**src/rtl/core/arnp_pkg.sv**
```systemverilog
`timescale 1ns / 1ps
`default_nettype none
// ----------------------------------------------------------------------------
// arnp_pkg: shared types and constants of the auto radix number parser
// Holds the radix codes, the prefix parse phases, the operation that passes
// from the classifier to the accumulator, and the digit decoder.
// ----------------------------------------------------------------------------
package arnp_pkg;

  localparam logic [7:0] CH_DOLLAR = 8'h24;
  localparam logic [7:0] CH_ZERO   = 8'h30;
  localparam logic [7:0] CH_NINE   = 8'h39;
  localparam logic [7:0] CH_SEVEN  = 8'h37;
  localparam logic [7:0] CH_LOW_X  = 8'h78;
  localparam logic [7:0] CH_UP_A   = 8'h41;
  localparam logic [7:0] CH_UP_F   = 8'h46;
  localparam logic [7:0] CH_LOW_A  = 8'h61;
  localparam logic [7:0] CH_LOW_F  = 8'h66;
  localparam logic [4:0] DIGIT_BAD = 5'd16;

  localparam int unsigned QUEUE_DEPTH = 2;

  typedef enum logic [1:0] {
    RADIX_DEC = 2'd0,
    RADIX_OCT = 2'd1,
    RADIX_HEX = 2'd2
  } radix_t;

  typedef enum logic [2:0] {
    PH_START    = 3'd0,
    PH_ZERO     = 3'd1,
    PH_DOLLAR   = 3'd2,
    PH_DOLLAR_Z = 3'd3,
    PH_DIGITS   = 3'd4,
    PH_STOPPED  = 3'd5
  } phase_t;

  typedef struct packed {
    logic       start;
    logic       take;
    logic [3:0] digit;
    radix_t     radix;
    logic       last;
  } op_t;

  function automatic logic [4:0] digit_of(input logic [7:0] c, input radix_t r);
    logic [7:0] t;
    logic [4:0] d;
    begin
      t = 8'h00;
      d = DIGIT_BAD;
      if (c inside {[CH_ZERO:CH_NINE]}) begin
        t = c - CH_ZERO;
        if (r != RADIX_OCT || c <= CH_SEVEN) begin
          d = t[4:0];
        end
      end else if (r == RADIX_HEX && c inside {[CH_UP_A:CH_UP_F]}) begin
        t = c - CH_UP_A + 8'd10;
        d = t[4:0];
      end else if (r == RADIX_HEX && c inside {[CH_LOW_A:CH_LOW_F]}) begin
        t = c - CH_LOW_A + 8'd10;
        d = t[4:0];
      end
      return d;
    end
  endfunction

endpackage
`default_nettype wire

```
**src/rtl/core/arnp_front.sv**
```systemverilog
`timescale 1ns / 1ps
`default_nettype none
// ----------------------------------------------------------------------------
// arnp_front: prefix classifier
// Tracks the prefix of the current string and turns each character into an
// accumulator operation with its radix and digit value.
// ----------------------------------------------------------------------------
module arnp_front
  import arnp_pkg::*;
(
  input  wire logic       clk,
  input  wire logic       rst_n,
  input  wire logic       fire,
  input  wire logic [7:0] ch,
  input  wire logic       last,
  output op_t             op
);

  phase_t phase_r, phase_nxt;
  radix_t radix_r, radix_nxt;
  radix_t eff_radix;
  logic [4:0] dig;
  logic valid_dig;
  logic is_dollar, is_zero, is_x;

  assign is_dollar = (ch == CH_DOLLAR);
  assign is_zero   = (ch == CH_ZERO);
  assign is_x      = (ch == CH_LOW_X);

  always_comb begin
    eff_radix = radix_r;
    case (phase_r)
      PH_START: begin
        if (is_dollar) begin
          eff_radix = RADIX_HEX;
        end else if (is_zero) begin
          eff_radix = RADIX_OCT;
        end else begin
          eff_radix = RADIX_DEC;
        end
      end
      PH_ZERO: begin
        if (is_x) begin
          eff_radix = RADIX_HEX;
        end
      end
      default: eff_radix = radix_r;
    endcase
  end

  assign dig       = digit_of(ch, eff_radix);
  assign valid_dig = (dig != DIGIT_BAD);

  always_comb begin
    phase_nxt = phase_r;
    case (phase_r)
      PH_START: begin
        if (is_dollar) begin
          phase_nxt = PH_DOLLAR;
        end else if (is_zero) begin
          phase_nxt = PH_ZERO;
        end else begin
          phase_nxt = valid_dig ? PH_DIGITS : PH_STOPPED;
        end
      end
      PH_ZERO, PH_DOLLAR_Z: begin
        if (is_x) begin
          phase_nxt = PH_DIGITS;
        end else begin
          phase_nxt = valid_dig ? PH_DIGITS : PH_STOPPED;
        end
      end
      PH_DOLLAR: begin
        if (is_zero) begin
          phase_nxt = PH_DOLLAR_Z;
        end else begin
          phase_nxt = valid_dig ? PH_DIGITS : PH_STOPPED;
        end
      end
      PH_DIGITS: phase_nxt = valid_dig ? PH_DIGITS : PH_STOPPED;
      default:   phase_nxt = PH_STOPPED;
    endcase
    if (last) begin
      phase_nxt = PH_START;
    end
  end

  assign radix_nxt = last ? RADIX_DEC : eff_radix;

  always_comb begin
    op.start = (phase_r == PH_START);
    op.digit = dig[3:0];
    op.radix = eff_radix;
    op.last  = last;
    case (phase_r)
      PH_START:    op.take = valid_dig && !is_dollar && !is_zero;
      PH_ZERO:     op.take = valid_dig && !is_x;
      PH_DOLLAR:   op.take = valid_dig && !is_zero;
      PH_DOLLAR_Z: op.take = valid_dig && !is_x;
      PH_DIGITS:   op.take = valid_dig;
      default:     op.take = 1'b0;
    endcase
  end

  always_ff @(posedge clk) begin
    if (!rst_n) begin
      phase_r <= PH_START;
      radix_r <= RADIX_DEC;
    end else if (fire) begin
      phase_r <= phase_nxt;
      radix_r <= radix_nxt;
    end
  end

endmodule
`default_nettype wire

```
**src/rtl/core/arnp_queue.sv**
```systemverilog
`timescale 1ns / 1ps
`default_nettype none
// ----------------------------------------------------------------------------
// arnp_queue: operation queue
// A short first-in first-out buffer of accumulator operations that lets the
// classifier and the accumulator stall independently.
// ----------------------------------------------------------------------------
module arnp_queue
  import arnp_pkg::*;
(
  input  wire logic clk,
  input  wire logic rst_n,
  input  wire logic push,
  input  op_t       push_op,
  output logic      full,
  input  wire logic pop,
  output logic      not_empty,
  output op_t       head_op
);

  localparam int unsigned PTR_W = (QUEUE_DEPTH > 1) ? $clog2(QUEUE_DEPTH) : 1;
  localparam int unsigned CNT_W = $clog2(QUEUE_DEPTH + 1);
  localparam logic [CNT_W-1:0] DEPTH_C = CNT_W'(QUEUE_DEPTH);
  localparam logic [PTR_W-1:0] LAST_P  = PTR_W'(QUEUE_DEPTH - 1);

  op_t             mem_r [QUEUE_DEPTH];
  logic [PTR_W-1:0] wr_r, wr_nxt, rd_r, rd_nxt;
  logic [CNT_W-1:0] cnt_r, cnt_nxt;

  assign full      = (cnt_r == DEPTH_C);
  assign not_empty = (cnt_r != '0);
  assign head_op   = mem_r[rd_r];

  assign wr_nxt = (wr_r == LAST_P) ? '0 : wr_r + 1'b1;
  assign rd_nxt = (rd_r == LAST_P) ? '0 : rd_r + 1'b1;

  always_comb begin
    cnt_nxt = cnt_r;
    if (push && !pop) begin
      cnt_nxt = cnt_r + 1'b1;
    end else if (pop && !push) begin
      cnt_nxt = cnt_r - 1'b1;
    end
  end

  always_ff @(posedge clk) begin
    if (push) begin
      mem_r[wr_r] <= push_op;
    end
  end

  always_ff @(posedge clk) begin
    if (!rst_n) begin
      wr_r  <= '0;
      rd_r  <= '0;
      cnt_r <= '0;
    end else begin
      if (push) begin
        wr_r <= wr_nxt;
      end
      if (pop) begin
        rd_r <= rd_nxt;
      end
      cnt_r <= cnt_nxt;
    end
  end

endmodule
`default_nettype wire

```
**src/rtl/core/arnp_back.sv**
```systemverilog
`timescale 1ns / 1ps
`default_nettype none
// ----------------------------------------------------------------------------
// arnp_back: digit accumulator
// Applies queued operations to the 32-bit accumulator and holds the finished
// value and radix in an output register until the transaction completes.
// ----------------------------------------------------------------------------
module arnp_back
  import arnp_pkg::*;
(
  input  wire logic        clk,
  input  wire logic        rst_n,
  input  wire logic        op_valid,
  input  op_t              op,
  output logic             op_pop,
  output logic             out_valid,
  input  wire logic        out_ready,
  output logic [31:0]      out_value,
  output logic [1:0]       out_radix
);

  logic [31:0] accum_r, accum_nxt;
  logic [31:0] base;
  logic [31:0] d_ext;
  logic        out_valid_r, out_valid_nxt;
  logic [31:0] out_value_r;
  radix_t      out_radix_r;

  assign base  = op.start ? 32'd0 : accum_r;
  assign d_ext = {28'd0, op.digit};

  always_comb begin
    accum_nxt = base;
    if (op.take) begin
      case (op.radix)
        RADIX_HEX: accum_nxt = {base[27:0], op.digit};
        RADIX_OCT: accum_nxt = {base[28:0], op.digit[2:0]};
        default:   accum_nxt = {base[28:0], 3'b000} + {base[30:0], 1'b0} + d_ext;
      endcase
    end
  end

  assign op_pop = op_valid && (!op.last || !out_valid_r || out_ready);

  always_comb begin
    out_valid_nxt = out_valid_r && !out_ready;
    if (op_pop && op.last) begin
      out_valid_nxt = 1'b1;
    end
  end

  always_ff @(posedge clk) begin
    if (!rst_n) begin
      accum_r     <= 32'd0;
      out_valid_r <= 1'b0;
    end else begin
      out_valid_r <= out_valid_nxt;
      if (op_pop) begin
        accum_r <= op.last ? 32'd0 : accum_nxt;
      end
    end
  end

  always_ff @(posedge clk) begin
    if (op_pop && op.last) begin
      out_value_r <= accum_nxt;
      out_radix_r <= op.radix;
    end
  end

  assign out_valid = out_valid_r;
  assign out_value = out_value_r;
  assign out_radix = out_radix_r;

endmodule
`default_nettype wire

```
**src/rtl/core/auto_radix_number_parser_core.sv**
```systemverilog
`timescale 1ns / 1ps
`default_nettype none
// ----------------------------------------------------------------------------
// auto_radix_number_parser_core: ASCII integer parser with radix detection
// Parses one numeric string per result, choosing decimal, octal or
// hexadecimal from the prefix.
// ----------------------------------------------------------------------------
// The block takes one character per clock cycle while the queue is not
// full and gives one transaction with the 32-bit value and the radix for
// each character marked last. A classifier follows the prefix and decodes
// each character into a digit operation in the cycle it is taken; a
// two-entry queue carries the operation to the accumulator, which applies
// one shift or multiply-by-ten add per cycle unless a last operation waits
// on an unread result. The result is held in an output register until the
// transaction completes, and characters flow on until the queue is full.
// ----------------------------------------------------------------------------
module auto_radix_number_parser_core
  import arnp_pkg::*;
(
  input  wire logic        clk,
  input  wire logic        rst_n,
  input  wire logic        in_valid,
  output logic             in_ready,
  input  wire logic [7:0]  in_ch,
  input  wire logic        in_last,
  output logic             out_valid,
  input  wire logic        out_ready,
  output logic [31:0]      out_value,
  output logic [1:0]       out_radix
);

  logic fire;
  logic q_full, q_not_empty, q_pop;
  op_t  front_op, head_op;

  assign in_ready = !q_full;
  assign fire     = in_valid && in_ready;

  arnp_front u_front (
    .clk   (clk),
    .rst_n (rst_n),
    .fire  (fire),
    .ch    (in_ch),
    .last  (in_last),
    .op    (front_op)
  );

  arnp_queue u_queue (
    .clk       (clk),
    .rst_n     (rst_n),
    .push      (fire),
    .push_op   (front_op),
    .full      (q_full),
    .pop       (q_pop),
    .not_empty (q_not_empty),
    .head_op   (head_op)
  );

  arnp_back u_back (
    .clk       (clk),
    .rst_n     (rst_n),
    .op_valid  (q_not_empty),
    .op        (head_op),
    .op_pop    (q_pop),
    .out_valid (out_valid),
    .out_ready (out_ready),
    .out_value (out_value),
    .out_radix (out_radix)
  );

endmodule
`default_nettype wire
```
**config.mk**
```make
export PLATFORM = sky130hd
export DESIGN_NAME = auto_radix_number_parser_core
export DESIGN_NICKNAME = d
export VERILOG_FILES = /design/src/rtl/core/arnp_pkg.sv /design/src/rtl/core/arnp_front.sv /design/src/rtl/core/arnp_queue.sv /design/src/rtl/core/arnp_back.sv /design/src/rtl/core/auto_radix_number_parser_core.sv
export SDC_FILE = /design/constraint.sdc
export NUM_CORES = 1
export LEC_CHECK = 0
export ABC_AREA = 1
export BUFFER_PORTS_ARGS = -buffer_cell sky130_fd_sc_hd__clkbuf_2
export CORE_UTILIZATION = 40
export CTS_BUF_LIST = sky130_fd_sc_hd__clkbuf_8
export DETAILED_ROUTE_END_ITERATION = 16
export PLACE_DENSITY = 0.54
export SLEW_MARGIN = 20
export SYNTH_ARGS = -nofsm -noshare
export SYNTH_HDL_FRONTEND = slang
export SYNTH_SLANG_ARGS = --single-unit
```
**constraint.sdc**
```tcl
create_clock -name clk -period 4.45 [get_ports clk]
set_input_delay 0.445 -clock clk [delete_from_list [all_inputs] [get_ports clk]]
set_output_delay 0.445 -clock clk [all_outputs]
set_load 0.02 [all_outputs]
```
==> results.md, run 1 <==
- Register share of total power: approximately a third
- Clock power share: 15.9%
- Hold Path Sink: u_queue.mem_r[1][0]
- TritonCTS clock tree: built
- Setup bufs post-CTS: 0
- Commonest non-fill, non-tap cell in the layout: nand2_1
- Row cnt: 48
- P&R area growth vs syn: 9.43%
- Clock latency on the worst-skew pair: 0.40 ns
- I/O Buffers: between 40 and 50
- Routed Wire Length: 21100 um
- Ant. Diodes: 0
- Fmax: between 0.2 and 0.25 GHz
- Post-Syn Nets: 1056
- Max clock buf depth: 2
- I/O pins: 49
- Max-cap violations: 0
- Number of vias per cell: around 5.3
- Skew final: 0.0221 ns
- Switching portion of total power: 48.5%
- Wire per inst: 17.0 um
- Layout cells sized above 1: 10.7%
- WHS Path Cells: 1
- Critical Path Fanout Max: 28
- Total CTS buffers: 9
- Crit Path Class: reg2reg
- Final GP Congestion: slightly above 0.9
- Initial core utilization: between 40 and 50%
- Tcrit/Tclk final: roughly nine tenths
- Leading area contributor after synthesis: edfxtp_1
- Post-synth EDFFs: 52
- Core Footprint: 17400 um2
- Register area share after synthesis: 33.9%
- R2R Setup Slk: 0.39 ns
- Required @ worst endpoint: 4.77 ns
- CTS root buf: clkbuf_8
- Reg-to-Reg End: u_back.accum_r[18]
- WP data arrival: 4.39 ns
- Worst VDD drop: roughly 0.27 mV
- Number of global-route vias before repair: between 6k and 7k
- Final Max Slew Viols: 0
- Num Clock Sinks: 95
- Max H-tree Level: 3
- Mapped Cells: 976
- Largest net degree at the start of global routing: 33
- WHS: 0.273 ns
- CTS resizes: 0
- Setup TNS: 0 ns
- Asr flop ratio synth: 0%
- Ranking of synthesized cells by area: edfxtp_1, nand2_1, dfxtp_1, ha_1, a21oi_1
- GR Util All Layers: 23.8%
- # DRC: 0
- Ys flop type: edfxtp_1
- First-pass DRT Iterations: 5
- Worst-margin pin slew: 0.885 ns
- PD cells: 515 nW/um2
- Max_slew headroom: roughly 40%
- Crit path launch type: flip-flop
- Hpwl dp: 15900 um
- Antenna Nets Post-Route: 0
- Sw power: 1.95 mW
- First-pass GRT wire length: 33400 um
- Congestion Overflow GR: 0
- Int Pwr: 2.07 mW
- #FFs+latches synth: 95
- RSZ-0062 raised after global routing: false
- Crit path capture type: flip-flop
- Worst min path class: in2reg
- Status: finished clean
- Die Ht: 136 um
- Final setup viols: 0
- Die Area: 18400 um2
- Net count, final: ~1.1k
- Top cell type's share of synthesized area: 21.9%
- Post-layout min period: 4.06 ns
- Worst r2r path cells: 21
- Yosys cell types: 52
- Combinational power share: between 50% and 60%
- Mean area per synthesized cell: 7.32 um2
- 1st-iter DRT viols: about 540
- Clock Pin Slew Worst Setup and Hold Paths: 0.11 ns
- Hold Vio Cnt, Final: 0
- Hold_sp: in_last
- Die Span X: 136 um
- YS warnings: 0
- Via count: 6644
- Leakage: 3.70 nW
- Initial antenna violation count: 0
- Most frequent cells in the layout: nand2_1, inv_1, a21oi_1
- Total chip power: 4.02 mW
- Mapped cell area: 7140 um2
- Cts hold-fix bufs: 0
-- cell families after synthesis --
kind of cell	after synthesis	synth area share [%]
adder cells (fa/ha/maj)	67	12.0
flip-flops	95	33.9
buffers and inverters	156	8.78
XOR/XNOR	13	1.59
multiplexers	2	0.280
AO/OA/AOI/OAI	230	19.1
AND/OR/NAND/NOR	413	24.4
-- registers in the layout (all words and copies together) (netlist names), named ones only --
name and flops:
u_back.accum_r 32, u_back.out_radix 2, u_back.out_valid 1, u_back.out_value 32, u_front.phase_r 3, u_front.radix_r 2
u_queue.cnt_r 2, u_queue.mem_r 18, u_queue.rd_r 1, u_queue.wr_r 1
-- critical path, stage by stage, from the launching register on --
cell,delay [ns]
dfxtp_1,0.37
inv_1,0.11
nand2_1,0.08
nand2_1,0.11
inv_2,0.45
nand2_1,0.22
fa_1,0.57
inv_1,0.06
fa_1,0.48
nand3_1,0.11
nand2_1,0.10
nand3_1,0.08
nand2_1,0.15
nand2_1,0.10
nand2_1,0.16
nand2_1,0.10
nand2_1,0.09
a21oi_1,0.13
o21ai_1,0.14
a21boi_2,0.19
nand2_1,0.07
a21oi_1,0.12
-- power groups by stage --
| stage | logic [mW] | clock network [mW] | registers (mW) |
|---|---|---|---|
| 6_report | 2.07 | 0.639 | 1.31 |
| 5_1_grt | 2.27 | 0.683 | 1.34 |
| 4_1_cts | 2.06 | 0.652 | 1.32 |
| 3_5_place_dp | 2.05 | 0 | 1.33 |
| 3_3_place_gp | 2.06 | 0 | 1.34 |
| 2_1_floorplan | 1.28 | 0 | 1.47 |
-- per-stage QoR --
step                      instances  cell area, um2  setup WS [ns]  utilization [%]
after floorplan                 976            7140           1.29                -
after global placement         1230            7600          0.491             43.8
after detailed placement       1230            7600          0.437             43.8
after CTS                      1246            7810          0.411             45.0
after global routing           1246            7810        0.00678             45.0
final                          1246            7810          0.387             45.0
-- synth_stat cells, types with 3 or more instances --
cell / n
o221ai_1: 6
nand2_1: 244
o21ai_1: 6
nand3_1: 59
ha_1: 65
o21bai_1: 8
nor3_1: 7
o21ai_0: 47
a21oi_1: 102
dfxtp_1: 43
a21boi_2: 3
nand2_2: 8
or2_2: 4
nand4_1: 12
a21boi_0: 7
buf_6: 3
xor2_1: 11
nor2_1: 68
edfxtp_1: 52
clkbuf_1: 19
inv_1: 121
a21oi_2: 3
o22ai_1: 22
a221oi_1: 4
buf_2: 7
a22oi_1: 8
-- area by class of cell --
cell class              count  area [um2]
inverters                 125         472
clock inverters             7        88.8
fillers                  1830        9540
repair buffers             60         330
well taps                 225         282
flip-flops and latches     95        2420
clock buffers               9         124
multi-input cells         725        4100
-- worst max path at each step --
stage	slack (ns)	end	cells past startpoint
3_3_place_gp	0.49	u_back.accum_r[18]	21
6_report	0.39	u_back.accum_r[18]	21
5_1_grt	0.007	u_back.accum_r[18]	21
4_1_cts	0.41	u_back.accum_r[18]	21
2_1_floorplan	1.29	u_back.accum_r[22]	21
3_5_place_dp	0.44	u_back.accum_r[18]	21
-- routing by layer --
layer / vias to the layer above / global-route usage, % / wire (um)
li1: 3378 / - / -
met1: 3044 / 32.5 / 10000
met2: 186 / 37.6 / 9560
met3: 36 / 3.78 / 994
met4: 0 / 8.68 / 567
met5: - / 0 / 0
Note: power is estimated with default switching activity, not from simulation.
==> inputs of run 2 (changes only) <==
CORE_ASPECT_RATIO = 0.75   (was not set)
CTS_BUF_LIST = sky130_fd_sc_hd__clkbuf_16   (was sky130_fd_sc_hd__clkbuf_8)
==> results.md, run 2 (same netlist as run 1, synthesis figures left out) <==
- Worst VDD drop: 0.245 mV (-8.6%)
- P&R area growth vs syn: 11.1%
- Row cnt: 41 (-15%)
- Clock latency on the worst-skew pair: 0.34 ns (-0.06 ns)
- Number of vias per cell: 5.29 (-0.70%)
- Worst r2r path cells: 20 (-4.8%)
- Commonest non-fill, non-tap cell in the layout: nand2_1
- First-pass DRT Iterations: 6 (+1)
- Die Ht: 118 um (-13%)
- Crit Path Class: reg2reg
- WP data arrival: 4.27 ns (-0.12 ns)
- I/O pins: 49 (unchanged)
- TritonCTS clock tree: built
- Critical Path Fanout Max: 22 (-21%)
- Net count, final: 1094 (-0.18%)
- Skew final: 0.0128 ns (-0.00932 ns)
- Setup TNS: 0 ns (unchanged)
- Initial core utilization: 41.7% (+0.53 points)
- Total CTS buffers: 9 (unchanged)
- Leakage: 3.74 nW (+1.2%)
- 1st-iter DRT viols: 493 (-8.4%)
- Max-cap violations: 0 (unchanged)
- Setup bufs post-CTS: 0 (unchanged)
- CP Capture Point: u_back.accum_r[22]
- Worst min path class: in2reg
- Congestion Overflow GR: 0 (unchanged)
- Final Max Slew Viols: 0 (unchanged)
- Wire per inst: 16.9 um (-0.29%)
- Metal1 wirelength: 11000 um (+10%)
- I/O Buffers: 48 (unchanged)
- Fmax: 0.250 GHz (+1.6%)
- Status: finished clean
- Cts hold-fix bufs: 0 (unchanged)
- # DRC: 0 (unchanged)
- Core Footprint: 17100 um2 (-1.3%)
- Initial antenna violation count: 0 (unchanged)
- CTS root buf: clkbuf_16
- Uppermost layer routed: met4
- Number of global-route vias before repair: 6244 (+0.19%)
- Routed Wire Length: 21200 um (+0.43%)
- Clock Pin Slew Worst Setup and Hold Paths: 0.07 ns (-0.04 ns)
- PD cells: 536 nW/um2 (+4.0%)
- Antenna Nets Post-Route: 0 (unchanged)
- Max clock buf depth: 2 (unchanged)
- Metal2 WL: 8760 um (-8.4%)
- Worst-margin pin slew: 0.991 ns (+0.105 ns)
- Max H-tree Level: 3 (unchanged)
- Max_slew headroom: 33.7% (-7.0 points)
- Hpwl dp: 15900 um (+0.41%)
- CTS resizes: 0 (unchanged)
- Die Span X: 156 um (+15%)
- Ant. Diodes: 0 (unchanged)
- Final setup viols: 0 (unchanged)
- Layout cells sized above 1: 10.4% (-0.27 points)
- Metal3 WL: 1120 um (+13%)
- Most frequent cells in the layout: nand2_1, inv_1, a21oi_1
- Final GP Congestion: 0.911 (+0.28%)
- Crit path launch type: flip-flop
- GR Util All Layers: 23.6% (-0.12 points)
- RSZ-0062 raised after global routing: false
- Crit path capture type: flip-flop
- Hold Vio Cnt, Final: 0 (unchanged)
- Required @ worst endpoint: 4.72 ns (-0.05 ns)
- First-pass GRT wire length: 33800 um (+1.4%)
- Tcrit/Tclk final: 89.9% (-1.4 points)
- Die Area: 18400 um2 (about the same)
- Largest net degree at the start of global routing: 40 (+21%)
- Post-layout min period: 4.00 ns (-0.0643 ns)
- Num Clock Sinks: 95 (unchanged)
- Reg-to-Reg End: u_back.accum_r[22]
- R2R Setup Slk: 0.45 ns (+0.06 ns)
- Post-route cell area: 7940 um2 (+1.6%)
- Via count: 6645 (+0.015%)
- Placed cell areas: 7600 um2 (about the same)
-- run 2: cell type report --
cell class                      count  area, um2
Fill cell                        1775       9200
Multi-Input combinational cell    725       4100
Sequential cell                    95       2420
Inverter                          125        472
Timing Repair Buffer               58        315
Tap cell                          236        295
Clock buffer                       10        250
Clock inverter                      6       86.3
-- run 2: report_power, final --
group	leakage [nW]	internal (mW)	switching [mW]
logic	2.73	0.573	1.48
clock network	0.166	0.528	0.345
registers	0.843	1.23	0.0931
-- run 2: critical path: stages, from the launching register on --
cell	delay, ns
dfxtp_1	0.40
inv_1	0.15
nand2_1	0.09
nand2_1	0.13
inv_2	0.38
nand2_1	0.19
fa_1	0.56
inv_1	0.07
fa_1	0.48
nand3_1	0.11
nand2_1	0.11
nand3_1	0.09
nand2_1	0.12
nand2_1	0.09
nand2_1	0.15
a21oi_1	0.23
or2_1	0.12
nand3_1	0.10
a21boi_2	0.18
nand2_1	0.06
a21oi_1	0.12
-- run 2: through the flow --
stage	hold slack [ns]	instances	total power [mW]	utilization, %	worst slack (ns)
final	0.335	1255	4.25	46.3	0.451
after floorplan	0.425	976	2.75	-	1.29
after global placement	0.436	1239	3.38	44.4	0.594
after CTS	0.317	1255	4.26	46.3	0.467
after detailed placement	0.445	1239	3.37	44.4	0.484
after global routing	0.324	1255	4.51	46.3	0.153
-- run 2: how the worst min path moves through the flow --
stage                  from                  end  slack (ns)  depth (start not counted)
5_1_grt             in_last  u_queue.mem_r[1][0]        0.32                          1
2_1_floorplan  u_queue.rd_r            flip-flop        0.43                          1
6_report            in_last  u_queue.mem_r[1][0]        0.34                          1
4_1_cts             in_last  u_queue.mem_r[1][0]        0.32                          1
3_3_place_gp   u_queue.rd_r         u_queue.rd_r        0.44                          1
3_5_place_dp   u_queue.rd_r         u_queue.rd_r        0.44                          1
-- run 2: routing by layer --
metal | global-route usage, % | vias up
met4 | 4.96 | 0
met2 | 34.3 | 186
met1 | 36.4 | 3052
met3 | 3.46 | 23
met5 | 0 | -
li1 | - | 3384
